## src/sv/hgvn_pkg.sv

```systemverilog
// ----------------------------------------------------------------------------
// Heightmap vertex normal package
// Shared constants, types and helpers for the heightmap vertex generator.
// ----------------------------------------------------------------------------
package hgvn_pkg;

  // Largest supported grid size in cells per side.
  localparam int GRID_MAX = 32;
  localparam int ROW_LEN = GRID_MAX + 1;
  // The line store keeps four rows in a ring.
  localparam int RING_ROWS = 4;
  localparam int STORE_DEPTH = RING_ROWS * ROW_LEN;
  localparam int ADDR_W = $clog2(STORE_DEPTH);
  localparam int QUEUE_DEPTH = 2;

  // Configuration register indexes.
  localparam logic REG_GRID_SIZE = 1'b0;
  localparam logic REG_CELL_SIZE = 1'b1;

  // One vertex job: a single vertex, or the flush of a whole last row.
  typedef struct packed {
    logic [5:0] x;
    logic [5:0] z;
    logic [1:0] ring;
    logic       flush;
  } job_t;

  // Line store write request from the front end.
  typedef struct packed {
    logic              en;
    logic [ADDR_W-1:0] addr;
    logic [15:0]       data;
  } store_wr_t;

  // Ring row of the oldest job still in flight.
  typedef struct packed {
    logic       valid;
    logic [1:0] ring;
  } oldest_t;

  // Address of column x in ring row r.
  function automatic logic [ADDR_W-1:0] store_addr(input logic [1:0] r, input logic [5:0] x);
    logic [ADDR_W-1:0] base;
    base = ADDR_W'(r) * ADDR_W'(ROW_LEN);
    return base + ADDR_W'(x);
  endfunction

endpackage

```

## src/sv/hgvn_queue.sv

```systemverilog
// ----------------------------------------------------------------------------
// Heightmap vertex job queue
// Short FIFO of vertex jobs between the front end and the back end.
// ----------------------------------------------------------------------------
module hgvn_queue import hgvn_pkg::*; (
  input  logic clk,
  input  logic rst,
  input  logic push,
  input  job_t push_job,
  input  logic pop,
  output logic q_valid,
  output logic q_full,
  output job_t q_head
);

  localparam int PTR_W = (QUEUE_DEPTH > 1) ? $clog2(QUEUE_DEPTH) : 1;
  localparam int CNT_W = $clog2(QUEUE_DEPTH + 1);

  job_t             entries [QUEUE_DEPTH];
  logic [PTR_W-1:0] wr_ptr;
  logic [PTR_W-1:0] rd_ptr;
  logic [CNT_W-1:0] count;

  assign q_valid = (count != '0);
  assign q_full = (count == CNT_W'(QUEUE_DEPTH));
  assign q_head = entries[rd_ptr];

  // Job storage.
  always_ff @(posedge clk) begin
    if (push) begin
      entries[wr_ptr] <= push_job;
    end
  end

  // Pointers and fill count.
  always_ff @(posedge clk) begin
    if (rst) begin
      wr_ptr <= '0;
      rd_ptr <= '0;
      count <= '0;
    end else begin
      if (push) begin
        wr_ptr <= (wr_ptr == PTR_W'(QUEUE_DEPTH - 1)) ? '0 : wr_ptr + 1'b1;
      end
      if (pop) begin
        rd_ptr <= (rd_ptr == PTR_W'(QUEUE_DEPTH - 1)) ? '0 : rd_ptr + 1'b1;
      end
      if (push && !pop) begin
        count <= count + 1'b1;
      end else if (pop && !push) begin
        count <= count - 1'b1;
      end
    end
  end

endmodule

```

## config.mk

```make
export PLATFORM = sky130hd
export DESIGN_NAME = hgvn_queue
export DESIGN_NICKNAME = d
export VERILOG_FILES = /design/src/sv/hgvn_pkg.sv /design/src/sv/hgvn_queue.sv
export SDC_FILE = /design/constraint.sdc
export NUM_CORES = 1
export LEC_CHECK = 0
export BUFFER_PORTS_ARGS = -buffer_cell sky130_fd_sc_hd__clkbuf_2
export CAP_MARGIN = 15
export CORE_UTILIZATION = 50
export CTS_CLUSTER_DIAMETER = 150
export DETAILED_ROUTE_END_ITERATION = 12
export GPL_TIMING_DRIVEN = 0
export PLACE_DENSITY_LB_ADDON = 0.2
export SLEW_MARGIN = 20
export SYNTH_ARGS = -nofsm -noshare
export SYNTH_HDL_FRONTEND = slang
export SYNTH_SLANG_ARGS = --single-unit
```

## constraint.sdc

```tcl
create_clock -name clk -period 1.7 [get_ports clk]
set_input_delay 0.085 -clock clk [delete_from_list [all_inputs] [get_ports clk]]
set_output_delay 0.085 -clock clk [all_outputs]
set_load 0.05 [all_outputs]
```

== Word level (Yosys, flattened, before mapping) ==
Memories as Yosys holds them, arrays and structs flattened. A register that Yosys moved wholly into a read port is not among the register bits.
Cells that the tools add are included.
Storage, ports and cells
  register bits after elaboration: 4
  latch bits: 0
  memory bits (writable): 30
  ROM bits: 0
  word-level logic and storage cells: 23
  memories kept: 1
Operators by class
  add/sub/neg operators: 4
  multiply operators: 0
  divide/modulo/power cells: 0
  order comparisons: 0
  equality and inequality tests: 1
  shift operators: 0
  muxes and demuxes: 8
  bitwise operators: 0
  reduce and logical (&&, ||, !) cells: 6
Memory list
  entries: depth 2, bits a word 15, read ports 1, clocked after memory_dff 1, wr ports 1, RTL line hgvn_queue.sv:19  | job_t entries [QUEUE_DEPTH];
Operators with widths (number)
  1-bit 2-to-1 mux: 6
  2-bit 2-to-1 mux: 2
  2-bit nonzero test: 2
  1-bit adder (second input constant): 2
  2-bit by 1-bit adder with 2-bit output (second input constant): 1
  2-bit equality test (second input constant): 1
  1-bit logical AND: 2
  1-bit zero test: 2
  2-bit by 1-bit subtractor with 2-bit output (second input constant): 1

== Longest topological paths before layout ==
  depth after elaboration: 4
  depth in mapped cells: 5
  mapped depth without buffers: 5

== Worst setup path after synthesis ==
OpenSTA, ideal clock, no wires.
  path kind: reg2reg
  start: register wr_ptr
  end: memory entries[0][0] (netlist bit), enable pin
  setup time: 388 ps
  arrival: 1021 ps
  required time: 1312 ps
  path slack: 291 ps
  stages on the path, launching flop included: 2
  buffers on the path: 0
  path through: dfxtp_1 nor2b_1
RTL lines
  from (decl): RTL line hgvn_queue.sv:20  | logic [PTR_W-1:0] wr_ptr;
  from (signal assigned): RTL line hgvn_queue.sv:43  | wr_ptr <= (wr_ptr == PTR_W'(QUEUE_DEPTH - 1)) ? '0 : wr_ptr + 1'b1;
  to (decl): RTL line hgvn_queue.sv:19
Straight into the memory's write port.

==> summary.txt <==
GRT
  • Vias in the first global route: roughly 710
  • Gr usage total: 17.02%
  • Initial antenna violation count: 0
  • First-pass GRT wire length: roughly 3000 µm
  • Largest net degree at the start of global routing: 16
  • Grt ovf: 0

Layout
  • Area Overhead vs Synth: 34.75%
  • Layout Nets: ~150
  • Multi-input combinational cell area: ~280 µm²
  • Share of layout cells above drive strength 1: 48.44%
  • ANT cells: 0
  • Fin cells: 158
  • FF/Latch Area: 1001 µm²
  • # fillers: 183

Power
  • Power Dens Cells: 1075 nW/µm²
  • Pleak: ~0.00069 µW
  • Peak VDD IR: approximately 0.00094 V

Floorplan
  • Die height: 52.84 µm
  • DIE AREA: approximately 2800 µm²
  • I/O pin total: 36
  • Row count: 18
  • Core ar.: roughly 2500 µm²
  • Initial core utilization: between 50% and 60%
  • Die W: about 53 µm

Synth
  • Syn_area_per_cell: ~19 µm²
  • Main flop type after synthesis: edfxtp_1
  • Most frequent cell after synthesis: edfxtp_1
  • Leading area contributor after synthesis: edfxtp_1
  • Synth top cells by count: edfxtp_1, mux2_2, dfxtp_1
  • Synth Cell Area: 1292 µm²
  • Sequential fraction of the synthesis area: 77.44%
  • Area share of the largest cell type after synthesis: between 60% and 70%
  • Synth warnings: 0
  • Synth Register Bits: 35
  • Top post-synthesis cells by area: edfxtp_1, mux2_2, dfxtp_1, xnor2_1, xor2_1
  • Ys async rst share: 0%
  • Synthesized net count: slightly below 90
  • Syn Inst Count: ~70
  • Post-synth EDFFs: 30
  • Synth unique cells: 17

Critical path
  • Setup CP Type: reg2out
  • Worst R2R End: entries[1][3]$_DFFE_PP_
  • Crit end category: output pin
  • RR Startpoint: wr_ptr$_SDFFE_PP0P_
  • Critical path required time: around 1.6 ns
  • Crit path DAT: between 1.5 and 2 ns
  • Crit path launch type: flop
  • Max FO, Critical Path: 10
  • Worst reg2reg path depth: 1
  • Reg2Reg Setup Slack: ~0.33 ns

Clocking
  • Clk buf depth: 2
  • Clock-pin slew on the worst setup and hold paths: around 0.09 ns
  • Number of CTS-inserted buffers: 5
  • CTS tree: yes
  • Clock H-tree levels: 2
  • Post-CTS setup buffer count: 0
  • Skew-Pair Late Insertion Delay: between 0.3 and 0.4 ns
  • CTS Sinks: 35
  • Clock root cell: clkbuf_4

Min path
  • Hold Crit Class: in2reg
  • Hold Path Origin: pop
  • Hold path endpoint: rd_ptr$_SDFFE_PP0P_
  • Hold Crit Depth: 3

Route
  • Drt pass-1 iters: 2
  • Routed WL: 2066 µm
  • Wire length per cell: roughly 13 µm
  • DRT iter0 DRCs: 12
  • Remaining DRCs: 0
  • Vias: between 700 and 800
  • DR vias/cell: 4.684
  • Antenna Nets Post-Route: 0

Timing
  • Hold Vio Cnt, Final: 0
  • Post-layout minimum cycle time: ~1.6 ns
  • RSZ-0062 raised after global routing: false
  • Final Max Slew Viols: 0
  • Fin crit share: 94.65%
  • Hold slack: between 0.06 and 0.07 ns
  • Setup_tns: 0 ns
  • Worst Tran Pin Value: around 0.78 ns
  • Relative slew slack: between 40 and 50%
  • Fmax achieved: 0.6215 GHz
  • Clock skew: roughly 0.011 ns
  • Final setup viols: 0

Job
  • Max-cap violations: 0

Place
  • Dpl cells: 134
  • RD Place Congestion: approximately 0.58
  • IO buf count: 35

Outcome
  • Status: finished clean
## layout make-up
type | count | area share (%)
Inverter | 1 | 0.2155
Sequential cell | 35 | 57.47
Tap cell | 30 | 2.155
Clock inverter | 1 | 0.2874
Timing Repair Buffer | 51 | 19.68
Multi-Input combinational cell | 31 | 15.95
Clock buffer | 7 | 3.161
Buffer | 2 | 1.078
## worst max-delay path, cell delays in order, from the launching register on
cell and delay (ns):
dfxtp_1 0.32, clkbuf_4 0.17, buf_6 0.16, mux2_2 0.34, clkbuf_4 0.21
## routing by layer
| layer | part of all wire [%] | GRT usage (%) | up-vias |
|---|---|---|---|
| li1 | - | - | 373 |
| met1 | 39 | 16.31 | 345 |
| met2 | 56 | 29.54 | 20 |
| met3 | 4.5 | 8.986 | 2 |
| met4 | 0.68 | 7.895 | 0 |
| met5 | 0 | 0 | - |
## metrics by stage
step                worst slack [ns]  util, %  instance area, µm²  power, µW
finish                       0.09101    70.95                1742       1873
global route                0.003082    70.95                1742       1947
CTS                          0.02334    70.85                1739       1891
detailed placement            0.3129    61.42                1508       1412
global placement            -0.08607    61.32                1505       1401
floorplan                     0.2911        -                1292       1318
## sequential cells by signal, indices dropped and copies added, names as in the netlist, named ones only
signal	cells
count	2
rd_ptr	1
entries	30
wr_ptr	1
## placed cells by master (no fill, tap or decap), drive strengths merged
cell         synthesis  routed
clkinv               0       1
inv                  1       1
nor2b                1       1
or3                  1       1
dfxtp                5       5
or2                  1       1
ha                   1       1
dlygate4sd3          0      16
clkbuf               0      36
and2b                1       1
xnor2                2       2
and2                 1       1
a21oi                1       1
nor2                 4       4
buf                  2       8
xor2                 2       2
mux2                15      15
o21ai                1       1
edfxtp              30      30
## logic make-up (layout without fill, tap and decap cells)
| family | count (synthesis) | count (layout) | share of synthesized area [%] |
|---|---|---|---|
| AND/OR/NAND/NOR | 9 | 9 | 3.776 |
| buffers and inverters | 3 | 62 | 1.258 |
| AO/OA/AOI/OAI | 2 | 2 | 0.7737 |
| multiplexers | 15 | 15 | 13.07 |
| adder cells (fa/ha/maj) | 1 | 1 | 0.9679 |
| flip-flops | 35 | 35 | 77.44 |
| XOR/XNOR | 4 | 4 | 2.711 |
## repair_timing
action                                 4_1_cts  5_1_grt
setup endpoints to repair                   10       10
pin swaps                                    0        0
endpoints found under the hold margin       35        0
hold buffers                                16        0
gates resized for setup                      4        8
## where the power goes
part / switching, µW / internal [µW] / total [µW]
clock network: 248 / 200 / 448
logic: 266 / 143 / 409
registers: 20.1 / 995 / 1020
total: 533 / 1340 / 1870
## worst max path at each step
| stage | from | endpoint | slack (ns) | cells after the start |
|---|---|---|---|---|
| floorplan | wr_ptr$_SDFFE_PP0P_ | entries[0][0]$_DFFE_PP_ | 0.29 | 1 |
| global placement | wr_ptr$_SDFFE_PP0P_ | entries[0][6]$_DFFE_PP_ | -0.09 | 1 |
| detailed placement | wr_ptr$_SDFFE_PP0P_ | entries[1][6]$_DFFE_PP_ | 0.31 | 1 |
| CTS | flop | q_head[12] | 0.02 | 4 |
| global route | flop | q_head[12] | 0.003 | 4 |
| finish | flop | q_head[6] | 0.09 | 4 |
(Power assumes the default switching activity.)
