`src/sv/hgvn_pkg.sv`:
```
// ----------------------------------------------------------------------------
// Heightmap vertex normal package
// Shared constants, types and helpers for the heightmap vertex generator.
// ----------------------------------------------------------------------------
package hgvn_pkg;

  // Largest supported grid size in cells per side.
  localparam int GRID_MAX = 32;
  localparam int ROW_LEN = GRID_MAX + 1;
  // The line store keeps four rows in a ring.
  localparam int RING_ROWS = 4;
  localparam int STORE_DEPTH = RING_ROWS * ROW_LEN;
  localparam int ADDR_W = $clog2(STORE_DEPTH);
  localparam int QUEUE_DEPTH = 2;

  // Configuration register indexes.
  localparam logic REG_GRID_SIZE = 1'b0;
  localparam logic REG_CELL_SIZE = 1'b1;

  // One vertex job: a single vertex, or the flush of a whole last row.
  typedef struct packed {
    logic [5:0] x;
    logic [5:0] z;
    logic [1:0] ring;
    logic       flush;
  } job_t;

  // Line store write request from the front end.
  typedef struct packed {
    logic              en;
    logic [ADDR_W-1:0] addr;
    logic [15:0]       data;
  } store_wr_t;

  // Ring row of the oldest job still in flight.
  typedef struct packed {
    logic       valid;
    logic [1:0] ring;
  } oldest_t;

  // Address of column x in ring row r.
  function automatic logic [ADDR_W-1:0] store_addr(input logic [1:0] r, input logic [5:0] x);
    logic [ADDR_W-1:0] base;
    base = ADDR_W'(r) * ADDR_W'(ROW_LEN);
    return base + ADDR_W'(x);
  endfunction

endpackage

```
`src/sv/hgvn_front.sv`:
```
// ----------------------------------------------------------------------------
// Heightmap vertex front end
// Accepts height samples, writes them to the line store and queues vertex jobs.
// ----------------------------------------------------------------------------
module hgvn_front import hgvn_pkg::*; (
  input  logic        clk,
  input  logic        rst,
  input  logic [5:0]  grid_eff,
  input  logic        grid_wr,
  input  logic        in_valid,
  output logic        in_stall,
  input  logic [15:0] height,
  output store_wr_t   store_wr,
  input  logic        q_full,
  input  oldest_t     oldest,
  output logic        push,
  output job_t        push_job
);

  logic [5:0] col_count;
  logic [5:0] row_count;
  logic [1:0] ring;
  logic       pend_flush;
  logic [1:0] pend_ring;
  logic [5:0] x;
  logic [5:0] z;
  logic       accept;
  logic       hazard;
  logic       row_end;
  logic       chunk_end;

  // Current sample position, restarting the chunk if counters ran off the grid.
  always_comb begin
    if (col_count > grid_eff || row_count > grid_eff) begin
      x = '0;
      z = '0;
    end else begin
      x = col_count;
      z = row_count;
    end
  end

  // A write must not overwrite a row that the oldest job still reads.
  assign hazard = oldest.valid && ((ring - oldest.ring) == 2'd3);
  assign in_stall = pend_flush || q_full || hazard;
  assign accept = in_valid && !in_stall;
  assign row_end = (x == grid_eff);
  assign chunk_end = row_end && (z == grid_eff);

  // Line store write of the accepted sample.
  always_comb begin
    store_wr.en = accept;
    store_wr.addr = store_addr(ring, x);
    store_wr.data = height;
  end

  // Job push: the vertex one row up, or the pending flush of the last row.
  always_comb begin
    push = 1'b0;
    push_job = '0;
    if (pend_flush) begin
      push = !q_full;
      push_job.x = '0;
      push_job.z = grid_eff;
      push_job.ring = pend_ring;
      push_job.flush = 1'b1;
    end else if (accept && z != '0) begin
      push = 1'b1;
      push_job.x = x;
      push_job.z = z - 6'd1;
      push_job.ring = ring - 2'd1;
      push_job.flush = 1'b0;
    end
  end

  // Sample position counters and the ring row pointer.
  always_ff @(posedge clk) begin
    if (rst) begin
      col_count <= '0;
      row_count <= '0;
      ring <= '0;
      pend_flush <= 1'b0;
      pend_ring <= '0;
    end else if (grid_wr) begin
      col_count <= '0;
      row_count <= '0;
    end else begin
      if (pend_flush && !q_full) begin
        pend_flush <= 1'b0;
      end
      if (accept) begin
        if (chunk_end) begin
          col_count <= '0;
          row_count <= '0;
          ring <= ring + 2'd1;
          pend_flush <= 1'b1;
          pend_ring <= ring;
        end else if (row_end) begin
          col_count <= '0;
          row_count <= z + 6'd1;
          ring <= ring + 2'd1;
        end else begin
          col_count <= x + 6'd1;
          row_count <= z;
        end
      end
    end
  end

endmodule

```
`config.mk`:
```
export PLATFORM = sky130hd
export DESIGN_NAME = hgvn_front
export DESIGN_NICKNAME = d
export VERILOG_FILES = /design/src/sv/hgvn_pkg.sv /design/src/sv/hgvn_front.sv
export SDC_FILE = /design/constraint.sdc
export NUM_CORES = 1
export LEC_CHECK = 0
export BUFFER_PORTS_ARGS = -buffer_cell sky130_fd_sc_hd__buf_2
export CAP_MARGIN = 0
export CELL_PAD_IN_SITES_DETAIL_PLACEMENT = 0
export CELL_PAD_IN_SITES_GLOBAL_PLACEMENT = 1
export CORE_UTILIZATION = 38
export DETAILED_ROUTE_END_ITERATION = 7
export MAX_ROUTING_LAYER = met4
export PLACE_DENSITY = 0.87
export SLEW_MARGIN = 25
export SYNTH_ARGS = -nofsm -noshare
export SYNTH_HDL_FRONTEND = slang
export SYNTH_SLANG_ARGS = --single-unit
```
`constraint.sdc`:
```
create_clock -name clk -period 6.5 [get_ports clk]
set_input_delay 0 -clock clk [delete_from_list [all_inputs] [get_ports clk]]
set_output_delay 0 -clock clk [all_outputs]
set_load 0.01 [all_outputs]
```
[After elaboration in Yosys (flattened, before gate mapping)]
Index checks and enable logic that the tools add are counted.
Widths: inputs -> output; s select.
Storage, ports and cells
  flip-flop bits (word level): 17
  word-level logic and storage cells: 49
  bits in read-only memories: 0
  output and inout bits: 42
  memories: 0
  bits in latches: 0
  bits of input ports: 30
  bits in writable memories: 0
Cells by class
  equality and inequality tests: 3
  reductions and logical operators: 15
  muxes and demuxes: 15
  shifts and indexed selects: 0
  bitwise gates (word level): 1
  $lt $le $gt $ge: 2
  div/mod/pow operators: 0
  $add $sub $neg: 7
  multiply operators: 1
Operators by type and width (number)
  $mux 6: 6
  $mux 15: 2
  $add 6x1->6 const B: 2
  $eq 6x6->1: 2
  $gt 6x6->1: 2
  $add 8x6->8: 1
  $mul 2x6->8 const B: 1
  $reduce_and 3->1: 2
  $reduce_bool 6->1: 1
  $sub 6x1->6 const B: 1
  $logic_and 1x1->1: 5
  $mux 1: 5
  $mux 2: 2
  $logic_or 1x1->1: 3
  $add 2x1->2 const B: 1
  $eq 2x2->1 const B: 1
  $logic_not 1->1: 2
  $reduce_bool 2->1: 1
  $reduce_or 2->1: 1
  $sub 2x1->2 const B: 1
  $sub 2x2->2: 1
  $not 1->1: 1

[Logic depth before layout (Yosys ltp)]
  depth after elaboration: 9
  gate-level depth with buffers: 15
  depth with buffers taken out: 13

[Worst setup path before layout]
No wires, ideal clock.
  path type: register to output
  start: register row_count[4]
  end: output port store_wr[21] in the netlist's numbering
  setup slack: 3.628 ns
  path buffers: 1
  arrival time: 2.872 ns
  data required time: 6.500 ns
  stages on the path, launching flop included: 13
  cells stage by stage: dfxtp_1 > ha_1 > and4_1 > o21ai_1 > a32oi_2 > nor2_2 > clkbuf_1 > and2_1 > ha_1 > ha_1 > fa_1 > nand4_1 > xnor2_1
RTL lines
  from (decl): RTL line hgvn_front.sv:21  | logic [5:0] row_count;
  from (signal assigned): RTL line hgvn_front.sv:100  | row_count <= z + 6'd1;
  from (signal assigned): RTL line hgvn_front.sv:104  | row_count <= z;
  to (decl): RTL line hgvn_front.sv:13  | output store_wr_t store_wr,

==> reports/summary.txt <==
1st-iter DRT viols - 163
Gates resized, CTS repair - 0
die area - 5630 um^2
drt pass-1 iters - 4
# H-tree levels - 1
sequential cell area fraction in the yosys report - 16.8%
Synth Area in XOR/XNOR - 10.2%
wirelength, routed - 5.22 mm
Antenna diodes - 0
number of global-route vias before repair - 1823
synthesized instance count - 267
share of layout cells above drive strength 1 - 19.6%
combinational share of power - 15.6%
flop-to-flop setup slack - 3.13 ns
DRC violations left - 0
status - finished, final reports clean
largest family of logic cells by synthesized area - simple AND/OR/NAND/NOR gates
Root Buffer - clkbuf_8
Storage cell area - 340 um^2
cell chain of the critical path - ha_1, and4_1, o21ai_1, a32oi_2, nor2_2, and2_1, ha_1, ha_1, fa_1, nand4_1, xnor2_1, buf_2
first-pass GRT wire length - 8.68 mm
Ports - 72
Via density - 5.47
Slew Limit Fails - 0
Power Density - 103 nW/um^2
cell taking the most area after synthesis - dfxtp_1
Post-synth ARST share - 0%
number of I/O port buffers - 39
Critical Path Most Common Cell - ha_1
DIE WIDTH - 75.0 um
GRT Total Usage - 20.9%
Core Region - 5110 um^2
Chip Height - 75.0 um
fillcell total - 548
Final period util - 59.4%
adder-cell area share of the yosys netlist - 14.6%
post-route ant nets - 0
Post-CTS Hold Fix Bufs - 1
Critical path buffers and inverters - 1
WL per Instance - 14.9 um
sequential share of power - 47.0%
Switching Fraction - 28.0%
final-report setup violation count - 0
Syn Std Cell Area - 2030 um^2
antenna violations before repair - 0
VDD IR max - 0.0703 mV
min Tclk post-route - 3.86 ns
critical path fanouts, max - 25
post-synthesis compound-gate area fraction - 15.7%
clk_skew - 0.00170 ns
CTS Buf Count - 3
global route overflow - 0
area grow syn2layout - 6.73%
Synth cell types - 52
Setup CP Type - register to output pin
Max Freq - 259 MHz
Worst setup EP type - output pin
YS warnings - 0
power share of the clock group - 37.4%
HPWL after detailed placement - 3.94 mm
worst endpoint required time - 6.50 ns
Final #Nets - 335
Sink Count - 17
WP data arrival - 3.86 ns
Sum Neg Setup Slack - 0 ns
GPL Wtd Cong - 0.823
Clock Latency Late Sink - 0.26 ns
post-CTS setup buffers - 0
Slowest-stage cell, CP - nor2_2
num rows - 26
Lkg Pwr - 1.11 nW
family with the most delay on the worst path - simple AND/OR/NAND/NOR gates
mean area per synthesized cell - 7.59 um^2
Post-synth top flop - dfxtp_1
multi-input logic area - 1440 um^2
mux cell area share after synthesis - 2.04%
Vias - 1919
number of flops mapped to enable cells by yosys - 0
Psw - 0.0624 mW
Max transition margin - 40.6%
Pwr Total - 0.223 mW
Largest stage delay, worst path - 0.71 ns
post-synth top area share - 16.8%
max-cap violation count - 0
post-synthesis register bit count - 17
Clock Path Buffers - 2
ranking of synthesized cells by area - dfxtp_1 (17%), ha_1 (14%), xor2_1 (7.8%), buf_4 (7.0%), nand2_1 (5.6%)
Pint - 0.161 mW
Synth Net Count - 320
Synth Area in Simple Gates - 28.3%
startpoint types - register
RSZ-0062 raised after global routing - no
Final Hold Vio Count - 0
Hold Path Class - input pin to output pin
clk slew on worst S/H paths - 0.07 ns
TritonCTS clock tree - done
Slew @ Worst Pin - 0.890 ns
largest net degree at the start of global routing - 26
Initial Util - 39.7%
-- cell usage after synthesis (2+ instances only) --
| cell type | instances |
|---|---|
| mux2i_1 | 3 |
| xnor2_1 | 3 |
| nand3_1 | 6 |
| nor2_1 | 20 |
| nor2b_1 | 4 |
| a21oi_1 | 12 |
| or4_1 | 3 |
| nand3b_1 | 2 |
| buf_2 | 7 |
| buf_4 | 19 |
| dfxtp_1 | 17 |
| nand2_1 | 30 |
| nor4_1 | 3 |
| and2_1 | 5 |
| o21ai_1 | 5 |
| and3_1 | 6 |
| o22ai_1 | 6 |
| nor3_1 | 7 |
| o21ai_0 | 10 |
| and4_1 | 2 |
| inv_1 | 12 |
| or3_1 | 5 |
| nand4_1 | 5 |
| ha_1 | 22 |
| xor2_1 | 18 |
| nand2_2 | 2 |
| a31oi_1 | 2 |
| a21o_1 | 6 |
| clkbuf_1 | 2 |
-- cell families (layout without fill, tap and decap cells) --
family / after synthesis / after routing
adders and majority gates: 23 / 23
and+or+nand+nor: 109 / 109
muxes: 4 / 4
DFF: 17 / 17
buffers and inverters: 43 / 57
AOI/OAI and AO/OA: 49 / 49
xor gates and xnor gates: 22 / 22
-- power by group through the flow --
stage	logic (mW)	clock network, mW	registers (mW)
2_1_floorplan	0.0310	0	0.107
3_3_place_gp	0.0338	0	0.107
3_5_place_dp	0.0341	0	0.107
4_1_cts	0.0347	0.0850	0.105
5_1_grt	0.0385	0.0888	0.105
6_report	0.0347	0.0835	0.105
-- per-stage QoR --
| stage | worst slack [ns] | instance area (um^2) | util [%] | hold slack (ns) | std cells |
|---|---|---|---|---|---|
| floorplan | 3.63 | 2030 | - | 0.0691 | 267 |
| global placement | 3.06 | 2110 | 41.3 | 0.0000686 | 346 |
| detailed placement | 2.96 | 2110 | 41.3 | 0.0000686 | 346 |
| finish | 2.64 | 2160 | 42.4 | 0.00000362 | 351 |
| global route | 2.39 | 2160 | 42.4 | 0.0000169 | 351 |
| CTS | 2.67 | 2160 | 42.4 | 0.0000686 | 351 |
-- layout make-up --
cell class / instances / share of cell area, %
multi-input combinational: 207 / 66.4
timing repair buffer: 40 / 9.49
clock buffer: 4 / 2.08
tap: 70 / 4.05
inverter: 13 / 2.26
sequential: 17 / 15.7
-- layer usage --
metal  wire length (um)  share of wire [%]  track usage (%)
met3                355                6.8             2.54
met2               2240                 43             30.7
met1               2510                 48             28.4
met5                  0                  0                -
met4                110                2.1             9.64
-- state kept, by name (all words and copies together), names as in the netlist --
signal,cells
col_count,6
row_count,6
pend_ring,2
ring,2
pend_flush,1
-- cells in the final DEF, fill, tap and decap left out, drive strengths merged, types with 8 or more instances in the layout --
cell,n
buf,39
nand2,32
ha,22
nor2,21
xor2,18
dfxtp,17
o21ai,16
inv,13
a21oi,12
and3,8
-- final timing paths --
path              depth (start not counted)           end    startpoint
setup / recovery                         12  store_wr[21]  row_count[2]
hold reg to reg                           2  pend_ring[0]  pend_ring[0]
hold / removal                            0   store_wr[8]     height[8]
setup reg to reg                         11  row_count[4]  row_count[2]
(Power assumes the default switching activity.)
