## src/sv/hgvn_pkg.sv

```systemverilog
// ----------------------------------------------------------------------------
// Heightmap vertex normal package
// Shared constants, types and helpers for the heightmap vertex generator.
// ----------------------------------------------------------------------------
package hgvn_pkg;

  // Largest supported grid size in cells per side.
  localparam int GRID_MAX = 32;
  localparam int ROW_LEN = GRID_MAX + 1;
  // The line store keeps four rows in a ring.
  localparam int RING_ROWS = 4;
  localparam int STORE_DEPTH = RING_ROWS * ROW_LEN;
  localparam int ADDR_W = $clog2(STORE_DEPTH);
  localparam int QUEUE_DEPTH = 2;

  // Configuration register indexes.
  localparam logic REG_GRID_SIZE = 1'b0;
  localparam logic REG_CELL_SIZE = 1'b1;

  // One vertex job: a single vertex, or the flush of a whole last row.
  typedef struct packed {
    logic [5:0] x;
    logic [5:0] z;
    logic [1:0] ring;
    logic       flush;
  } job_t;

  // Line store write request from the front end.
  typedef struct packed {
    logic              en;
    logic [ADDR_W-1:0] addr;
    logic [15:0]       data;
  } store_wr_t;

  // Ring row of the oldest job still in flight.
  typedef struct packed {
    logic       valid;
    logic [1:0] ring;
  } oldest_t;

  // Address of column x in ring row r.
  function automatic logic [ADDR_W-1:0] store_addr(input logic [1:0] r, input logic [5:0] x);
    logic [ADDR_W-1:0] base;
    base = ADDR_W'(r) * ADDR_W'(ROW_LEN);
    return base + ADDR_W'(x);
  endfunction

endpackage

```

## src/sv/hgvn_back.sv

```systemverilog
// ----------------------------------------------------------------------------
// Heightmap vertex back end
// Holds the line store and computes position, UV and normal of each vertex.
// ----------------------------------------------------------------------------
module hgvn_back import hgvn_pkg::*; (
  input  logic         clk,
  input  logic         rst,
  input  logic [5:0]   grid_eff,
  input  logic [15:0]  cell_eff,
  input  store_wr_t    store_wr,
  input  logic         q_valid,
  input  job_t         q_head,
  output logic         pop,
  output oldest_t      oldest,
  output logic         out_valid,
  input  logic         out_stall,
  output logic [10:0]  vertex_index,
  output logic [20:0]  pos_x,
  output logic [20:0]  pos_z,
  output logic signed [15:0] vertex_height,
  output logic signed [15:0] normal_x,
  output logic [14:0]  normal_y,
  output logic signed [15:0] normal_z,
  output logic [16:0]  tex_u,
  output logic [16:0]  tex_v,
  output logic         last
);

  typedef enum logic [2:0] {
    S_IDLE, S_RD, S_PREP, S_SQ, S_SQRT, S_DIV, S_FIN, S_OUT
  } state_t;

  typedef enum logic [2:0] {
    OP_NX, OP_NY, OP_NZ, OP_TU, OP_TV
  } div_op_t;

  state_t  state;
  div_op_t op;
  job_t    job;
  logic [4:0]  cnt;

  logic [15:0] mem [STORE_DEPTH];
  logic [ADDR_W-1:0] rd_addr;
  logic [15:0] rd_data;

  logic signed [15:0] h_c, hr_c, hl_c, hd_c, hu_c;
  logic [16:0] mag_a, mag_b, c_val;
  logic        a_neg, b_neg;
  logic [35:0] acc;
  logic [35:0] sq_sh;
  logic [21:0] sq_rem;
  logic [17:0] root;
  logic [17:0] div_rem;
  logic [16:0] div_lo;
  logic [17:0] div_d;
  logic [16:0] div_q;
  logic [16:0] q_nx, q_ny, q_nz;

  logic [1:0]  up_ring, dn_ring;
  logic [5:0]  xr, xl;
  logic [16:0] sq_op;
  logic [33:0] sq_prod;
  logic [21:0] sq_rs, sq_trial;
  logic        sq_ge;
  logic [18:0] div_rs;
  logic        div_ge;
  logic [31:0] div_num;
  logic [17:0] div_den;
  logic signed [16:0] a_full, b_full;

  // Neighbor positions with clamping at the grid edges.
  always_comb begin
    up_ring = (job.z == '0) ? job.ring : job.ring - 2'd1;
    dn_ring = (job.z >= grid_eff) ? job.ring : job.ring + 2'd1;
    xr = (job.x >= grid_eff) ? grid_eff : job.x + 6'd1;
    xl = (job.x == '0) ? '0 : job.x - 6'd1;
  end

  // Read address sequence: center, right, left, down, up.
  always_comb begin
    case (cnt[2:0])
      3'd0:    rd_addr = store_addr(job.ring, job.x);
      3'd1:    rd_addr = store_addr(job.ring, xr);
      3'd2:    rd_addr = store_addr(job.ring, xl);
      3'd3:    rd_addr = store_addr(dn_ring, job.x);
      default: rd_addr = store_addr(up_ring, job.x);
    endcase
  end

  // Line store: one write port from the front end, one registered read port.
  always_ff @(posedge clk) begin
    if (store_wr.en) begin
      mem[store_wr.addr] <= store_wr.data;
    end
    rd_data <= mem[rd_addr];
  end

  // Central differences.
  assign a_full = 17'(hr_c) - 17'(hl_c);
  assign b_full = 17'(hd_c) - 17'(hu_c);

  // One square per cycle for the length accumulation.
  always_comb begin
    case (cnt[1:0])
      2'd0:    sq_op = mag_a;
      2'd1:    sq_op = mag_b;
      default: sq_op = c_val;
    endcase
    sq_prod = sq_op * sq_op;
  end

  // One root bit per cycle.
  always_comb begin
    sq_rs = {sq_rem[19:0], sq_sh[35:34]};
    sq_trial = {2'b00, root, 2'b01};
    sq_ge = (sq_rs >= sq_trial);
  end

  // Division operands for each operation.
  always_comb begin
    case (op)
      OP_NX: begin
        div_num = {1'b0, mag_a, 14'd0};
        div_den = root;
      end
      OP_NY: begin
        div_num = {1'b0, c_val, 14'd0};
        div_den = root;
      end
      OP_NZ: begin
        div_num = {1'b0, mag_b, 14'd0};
        div_den = root;
      end
      OP_TU: begin
        div_num = {10'd0, job.x, 16'd0};
        div_den = {12'd0, grid_eff};
      end
      default: begin
        div_num = {10'd0, job.z, 16'd0};
        div_den = {12'd0, grid_eff};
      end
    endcase
  end

  // One quotient bit per cycle.
  always_comb begin
    div_rs = {div_rem, div_lo[16]};
    div_ge = (div_rs >= {1'b0, div_d});
  end

  assign pop = (state == S_IDLE) && q_valid;
  assign out_valid = (state == S_OUT);

  // Oldest job still needing the line store.
  always_comb begin
    if (state != S_IDLE) begin
      oldest.valid = 1'b1;
      oldest.ring = job.ring;
    end else begin
      oldest.valid = q_valid;
      oldest.ring = q_head.ring;
    end
  end

  // Vertex sequencer.
  always_ff @(posedge clk) begin
    if (rst) begin
      state <= S_IDLE;
      cnt <= '0;
      op <= OP_NX;
    end else begin
      case (state)
        S_IDLE: begin
          if (q_valid) begin
            job <= q_head;
            cnt <= '0;
            state <= S_RD;
          end
        end
        S_RD: begin
          case (cnt[2:0])
            3'd1:    h_c <= rd_data;
            3'd2:    hr_c <= rd_data;
            3'd3:    hl_c <= rd_data;
            3'd4:    hd_c <= rd_data;
            3'd5:    hu_c <= rd_data;
            default: ;
          endcase
          if (cnt == 5'd5) begin
            state <= S_PREP;
          end else begin
            cnt <= cnt + 5'd1;
          end
        end
        S_PREP: begin
          a_neg <= a_full[16];
          b_neg <= b_full[16];
          mag_a <= a_full[16] ? 17'(-a_full) : 17'(a_full);
          mag_b <= b_full[16] ? 17'(-b_full) : 17'(b_full);
          c_val <= {cell_eff, 1'b0};
          acc <= '0;
          cnt <= '0;
          state <= S_SQ;
        end
        S_SQ: begin
          acc <= acc + 36'(sq_prod);
          if (cnt == 5'd2) begin
            cnt <= '0;
            state <= S_SQRT;
          end else begin
            cnt <= cnt + 5'd1;
          end
        end
        S_SQRT: begin
          if (cnt == '0) begin
            sq_sh <= acc;
            sq_rem <= '0;
            root <= '0;
            cnt <= 5'd1;
          end else begin
            sq_sh <= {sq_sh[33:0], 2'b00};
            if (sq_ge) begin
              sq_rem <= sq_rs - sq_trial;
              root <= {root[16:0], 1'b1};
            end else begin
              sq_rem <= sq_rs;
              root <= {root[16:0], 1'b0};
            end
            if (cnt == 5'd18) begin
              cnt <= '0;
              op <= OP_NX;
              state <= S_DIV;
            end else begin
              cnt <= cnt + 5'd1;
            end
          end
        end
        S_DIV: begin
          if (cnt == '0) begin
            div_rem <= {3'd0, div_num[31:17]};
            div_lo <= div_num[16:0];
            div_d <= div_den;
            div_q <= '0;
            cnt <= 5'd1;
          end else if (cnt == 5'd18) begin
            cnt <= '0;
            case (op)
              OP_NX: q_nx <= div_q;
              OP_NY: q_ny <= div_q;
              OP_NZ: q_nz <= div_q;
              OP_TU: tex_u <= div_q;
              default: tex_v <= div_q;
            endcase
            if (op == OP_TV) begin
              state <= S_FIN;
            end else begin
              op <= div_op_t'(op + 3'd1);
            end
          end else begin
            div_rem <= div_ge ? 18'(div_rs - {1'b0, div_d}) : div_rs[17:0];
            div_lo <= {div_lo[15:0], 1'b0};
            div_q <= {div_q[15:0], div_ge};
            cnt <= cnt + 5'd1;
          end
        end
        S_FIN: begin
          vertex_index <= 11'(12'(job.z) * 12'({1'b0, grid_eff} + 7'd1) + 12'(job.x));
          pos_x <= 21'(job.x * cell_eff);
          pos_z <= 21'(job.z * cell_eff);
          vertex_height <= h_c;
          normal_x <= a_neg ? q_nx[15:0] : 16'(-q_nx[15:0]);
          normal_y <= q_ny[14:0];
          normal_z <= b_neg ? q_nz[15:0] : 16'(-q_nz[15:0]);
          last <= job.flush && (job.x == grid_eff);
          state <= S_OUT;
        end
        S_OUT: begin
          if (!out_stall) begin
            if (job.flush && job.x != grid_eff) begin
              job.x <= job.x + 6'd1;
              cnt <= '0;
              state <= S_RD;
            end else begin
              state <= S_IDLE;
            end
          end
        end
        default: state <= S_IDLE;
      endcase
    end
  end

endmodule

```

## config.mk

```make
export PLATFORM = sky130hd
export DESIGN_NAME = hgvn_back
export DESIGN_NICKNAME = d
export VERILOG_FILES = /design/src/sv/hgvn_pkg.sv /design/src/sv/hgvn_back.sv
export SDC_FILE = /design/constraint.sdc
export NUM_CORES = 2
export LEC_CHECK = 0
export ABC_CLOCK_PERIOD_IN_PS = 14500
export BUFFER_PORTS_ARGS = -buffer_cell sky130_fd_sc_hd__buf_2
export CAP_MARGIN = 15
export CORE_MARGIN = 5
export CORE_UTILIZATION = 50
export DETAILED_ROUTE_END_ITERATION = 16
export PLACE_DENSITY = 0.62
export SLEW_MARGIN = 20
export SYNTH_ARGS = -nofsm -noshare
export SYNTH_HDL_FRONTEND = slang
export SYNTH_SLANG_ARGS = --single-unit
```

## constraint.sdc

```tcl
create_clock -name clk -period 14.5 [get_ports clk]
set_input_delay 1.45 -clock clk [delete_from_list [all_inputs] [get_ports clk]]
set_output_delay 1.45 -clock clk [all_outputs]
set_load 0.05 [all_outputs]
```

# Word level (Yosys, flattened, before mapping)
# Memory sizes are Yosys's and may differ from the RTL's. A register that Yosys moved wholly into a read port is not among the register bits.
# Index checks and enable logic that the tools add are counted.
[word_totals]
reg_bits = 536
ramBits = 2112
input_bits = 66
out_inout_bits = 156
word_cells = 208
memories = 1
[mem_list]
columns = ["name", "depth", "width", "read_ports", "rd_clocked_by_memory_dff", "wr", "line_no", "source"]
rows = [
  ["mem", 132, 16, 1, 1, 1, "hgvn_back.sv:42", "logic [15:0] mem [STORE_DEPTH];"],
]
[classes]
n_addsub = 22
mul = 7
n_lt_le_gt_ge = 4
n_eq_ne = 35
n_mux = 54
n_bitwise = 3
n_reduce_logical = 39
[ops]
columns = ["cell", "n"]
rows = [
  ["$pmux 31 s4", 1],
  ["$pmux 36 s2", 1],
  ["$mux 16", 4],
  ["$mux 17", 3],
  ["$mux 3", 15],
  ["$mul 6x16->21", 2],
  ["$add 8x6->8", 5],
  ["$add 36x34->36", 1],
  ["$mux 18", 2],
  ["$mux 36", 1],
  ["$mux 5", 7],
  ["$reduce_and 5->1", 7],
  ["$mul 17x17->34", 1],
  ["$neg 17->17", 2],
  ["$pmux 17 s2", 1],
  ["$sub 16x16->17", 2],
  ["$neg 16->16", 2],
  ["$pmux 8 s4", 1],
  ["$mux 15", 2],
  ["$mux 6", 5],
  ["$pmux 5 s6", 1],
  ["$mul 2x6->8 const B", 3],
  ["$ne 2x2->1 const B", 12],
  ["$pmux 3 s8", 1],
  ["45 further kinds", 82],
]

# Logic depth before layout (Yosys ltp)
[logic_depth]
word_depth = 5
mapped_depth = 32
mapped_depth_nobuf = 29

# Least setup slack after synthesis
# No wires, ideal clock.
[synth_timing]
path_type = "register to register"
from = "register cnt[0]"
to = "register acc[34] (data pin)"
setup_time_ps = 267
arrival_time_ps = 7797
t_required_ps = 14233
slack_ps = 6436
stages_incl_launch_ff = 29
n_path_buf = 3
period_less_slack_ps = 8064
path_cell_list = "dfxtp_1 -> inv_1 -> ha_1 -> clkbuf_1 -> nor2_1 -> clkbuf_1 -> a21oi_1 -> inv_1 -> clkbuf_1 -> nand2_1 -> fa_1 -> fa_1 -> fa_1 -> inv_1 -> fa_1 -> fa_1 -> inv_1 -> fa_1 -> inv_1 -> ha_1 -> a21o_1 -> a2111o_1 -> or3_1 -> a31oi_1 -> o21ai_1 -> a211o_1 -> a31oi_1 -> o311ai_1 -> mux2i_1"
[synth_between]
elab_chain_cells = 5
word_cells_on_any_way = 6
cone_classes = "add/sub: 1; mul: 1; eq/ne: 1; mux: 2; reduce/logical: 1"
[synth_lines]
columns = ["element", "line_no", "source"]
rows = [
  ["start, declared", "hgvn_back.sv:40", "logic [4:0] cnt;"],
  ["start signal, assigned", "hgvn_back.sv:192", "cnt <= cnt + 5'd1;"],
  ["start signal, assigned", "hgvn_back.sv:211", "cnt <= cnt + 5'd1;"],
  ["start signal, assigned", "hgvn_back.sv:234", "cnt <= cnt + 5'd1;"],
  ["$eq 2x1->1 / $logic_not 2->1 (equally long branches)", "hgvn_back.sv:104", "case (cnt[1:0])"],
  ["$pmux 17 s2 *", "hgvn_back.sv:104", ""],
  ["$mul 17x17->34 *", "hgvn_back.sv:109", "sq_prod = sq_op * sq_op;"],
  ["$add 36x34->36 *", "hgvn_back.sv:206", "acc <= acc + 36'(sq_prod);"],
  ["$pmux 36 s2 *", "hgvn_back.sv:172", "case (state)"],
  ["end signal, assigned", "hgvn_back.sv:206", ""],
  ["end, declared", "hgvn_back.sv:49", "logic [35:0] acc;"],
]
# Mark *: on every way between the ends. The rest lies on a longest branch, timed or not.
# A chain may end at the register's enable or synchronous reset.

# Final worst setup path
# Ends and elaborated chain as after synthesis.

==> results.sh <==
export IMPL_status="finished, final reports clean"
export IMPL_min_path_type="reg -> reg"
export IMPL_grt_max_degree=167
export IMPL_cts_sinks=2650
export IMPL_start_util=0.5006
export IMPL_insertion_delay_ns=0.92
export IMPL_drtAntennaViolNets=0
export IMPL_synth_area_per_cell_um2=12.12
export IMPL_hold_buffers=0
export IMPL_clk_pin_slew_worst_paths_ns=0.06
export IMPL_slowest_stage="ha_1"
export IMPL_crit_path_end_kind="flip-flop"
export IMPL_gr_total_overflow=0
export IMPL_die_area_um2=261200
export IMPL_first_pass_iters=6
export IMPL_syn_inst=10360
export IMPL_max_cap_violations=0
export IMPL_worst_slack_ns=5.201
export IMPL_wl_met2_mm=165.4
export IMPL_met3WireLength_mm=33.39
export IMPL_synth_async_reset_ratio=0
export IMPL_drtIter0Drc=9995
export IMPL_timing_hold_ws_ns=0.4125
export IMPL_syn_nets=11100
export IMPL_critical_path_buf_inv_count=8
export IMPL_die_h_um=511.0
export IMPL_rsz0062_at_grt="no"
export IMPL_cp_depth=28
export IMPL_synth_area_um2=125500
export IMPL_ios=222
export IMPL_critPathTopFamily="adder cells"
export IMPL_crit_type="reg -> reg"
export IMPL_nNetsFinal=11300
export IMPL_grt_pass1_wl_mm=536.6
export IMPL_worstHoldPathCells=0
export IMPL_area_growth_pct=11.29
export IMPL_dp_hpwl_mm=225.9
export IMPL_fin_crit_ns=9.299
export IMPL_vias_per_cell=5.941
export IMPL_drc=0
export IMPL_skew_ns=0.06877
export IMPL_dieWidth_um=511.0
export IMPL_synth_cell_types=96
export IMPL_cts_resized=0
export IMPL_first_global_vias=80920
export IMPL_worstPathRequired_ns=15.15
export IMPL_coreArea_um2=250700
export IMPL_cts_htree_levels=5
export IMPL_final_setup_viol_count=0
export IMPL_routedWlPerCell_um=25.69
export IMPL_ys_seq_area_frac=0.6318
export IMPL_routed_wl_mm=363.0
export IMPL_clock_fmax_mhz=107.5
export IMPL_relSlewSlack=0.1659
export IMPL_max_stage_delay_ns=0.67
export IMPL_cts_tree="yes"
export IMPL_worst_slew_pin_slew_ns=1.248
export IMPL_worst_r2r_cell_count=28
export IMPL_port_buffers=221
export IMPL_ys_warn_count=0
export IMPL_grt_antenna_before_repair=19
export IMPL_synth_edf_count=2623
export IMPL_clockBufferDepth=4
export IMPL_m1WireLength_mm=150.5
export IMPL_grtUsageTotal=0.2710
export IMPL_final_hold_violation_count=0
export IMPL_arrival_ns=9.95
export IMPL_gp_congestion=0.9013
export IMPL_start_kind="flip-flop"
export IMPL_topRoutingLayerUsed="met5"
export IMPL_numCtsBuffers=300
export IMPL_dp_slack_ns=5.162
export IMPL_synth_main_ff_cell="edfxtp_1"
export IMPL_fp_row_count=184
export IMPL_layout_worst_path_cycle_share=0.6413
export IMPL_tns_ns=0
export IMPL_ys_seq_elements=2650
export IMPL_cts_root_buffer="clkbuf_16"
export IMPL_post_cts_buffers=0
export IMPL_crit_fanout=22
export IMPL_slew_viol_final=0
export IMPL_via_count=83960
export IMPL_drive_above_1_share=0.08866
==> cell usage after synthesis (48+ instances only) <==
library cell	count	area [µm²]
a21o_1	48	360.4
a21oi_1	196	980.9
a311oi_1	286	2505
a31oi_1	156	975.9
and2_1	101	631.9
and3_1	293	1833
buf_1	68	255.2
buf_2	247	1236
clkbuf_1	250	938.4
edfxtp_1	2623	78770
fa_1	362	7247
ha_1	315	3941
inv_1	653	2451
mux2i_1	73	730.7
nand2_1	2573	9658
nand3_1	695	3478
nor2_1	391	1468
nor3_1	80	400.4
o21ai_0	122	610.6
xnor2_1	141	1235
xor2_1	58	508.0
==> logic make-up after synthesis <==
logic type      Yosys count  synth area share
simple gates           4336            0.1505
flops                  2650            0.6318
buf+inv                1244           0.04032
compound gates         1161           0.06696
fa+ha+maj               677           0.08914
xor+xnor                199           0.01389
mux                      90          0.007377
==> registers in the layout, summed over array words and instances (netlist names), 20 cells and up <==
name and flops:
acc 36, mem 2112, pos_x 21, pos_z 21
sq_rem 20, sq_sh 36
==> cells in the final DEF (no fill, tap or decap), types with 258 or more instances in the layout <==
cell type / synthesis / layout
a311oi_1: 286 / 286
ha_1: 315 / 315
clkbuf_16: 0 / 303
edfxtp_1: 2623 / 2623
inv_1: 653 / 653
buf_4: 14 / 258
nor2_1: 391 / 388
nand3_1: 695 / 693
nand2_1: 2573 / 2573
fa_1: 362 / 362
and3_1: 293 / 292
==> path summary, 6_finish.rpt <==
path                             start               end  slack [ns]
worst min-delay path            h_c[9]  vertex_height[9]        0.41
worst max-delay path            cnt[0]           acc[34]        5.20
worst min register to register  h_c[9]  vertex_height[9]        0.41
worst max register to register  cnt[0]           acc[34]        5.20
==> final cells by class <==
type	instances	area, µm²
fillers	20510	111000
flip-flops and latches	2650	79310
multi-input cells	6463	41290
clock buffers	371	7878
well taps	3348	4189
repair buffers	484	3361
inverters	661	2481
clock inverters	142	1146
diodes	13	32.53
==> layer usage <==
metal  track usage  vias to the layer above
met1        0.3871                    42120
met5             0                        -
met4       0.09152                        8
met2        0.4196                     3872
li1              -                    37240
met3       0.05295                      715
==> stage by stage <==
| stage | cells | utilization | cell area, µm² |
|---|---|---|---|
| 4_1_cts | 14120 | 0.5569 | 139600 |
| 2_1_floorplan | 10360 | - | 125500 |
| 3_3_place_gp | 13610 | 0.5209 | 130600 |
| 3_5_place_dp | 13610 | 0.5210 | 130600 |
| 5_1_grt | 14120 | 0.5570 | 139700 |
| 6_report | 14130 | 0.5572 | 139700 |
Power is left out: the tool's default activity adds up to more than one toggle a clock period on the data nets, which glitch-free logic cannot reach.
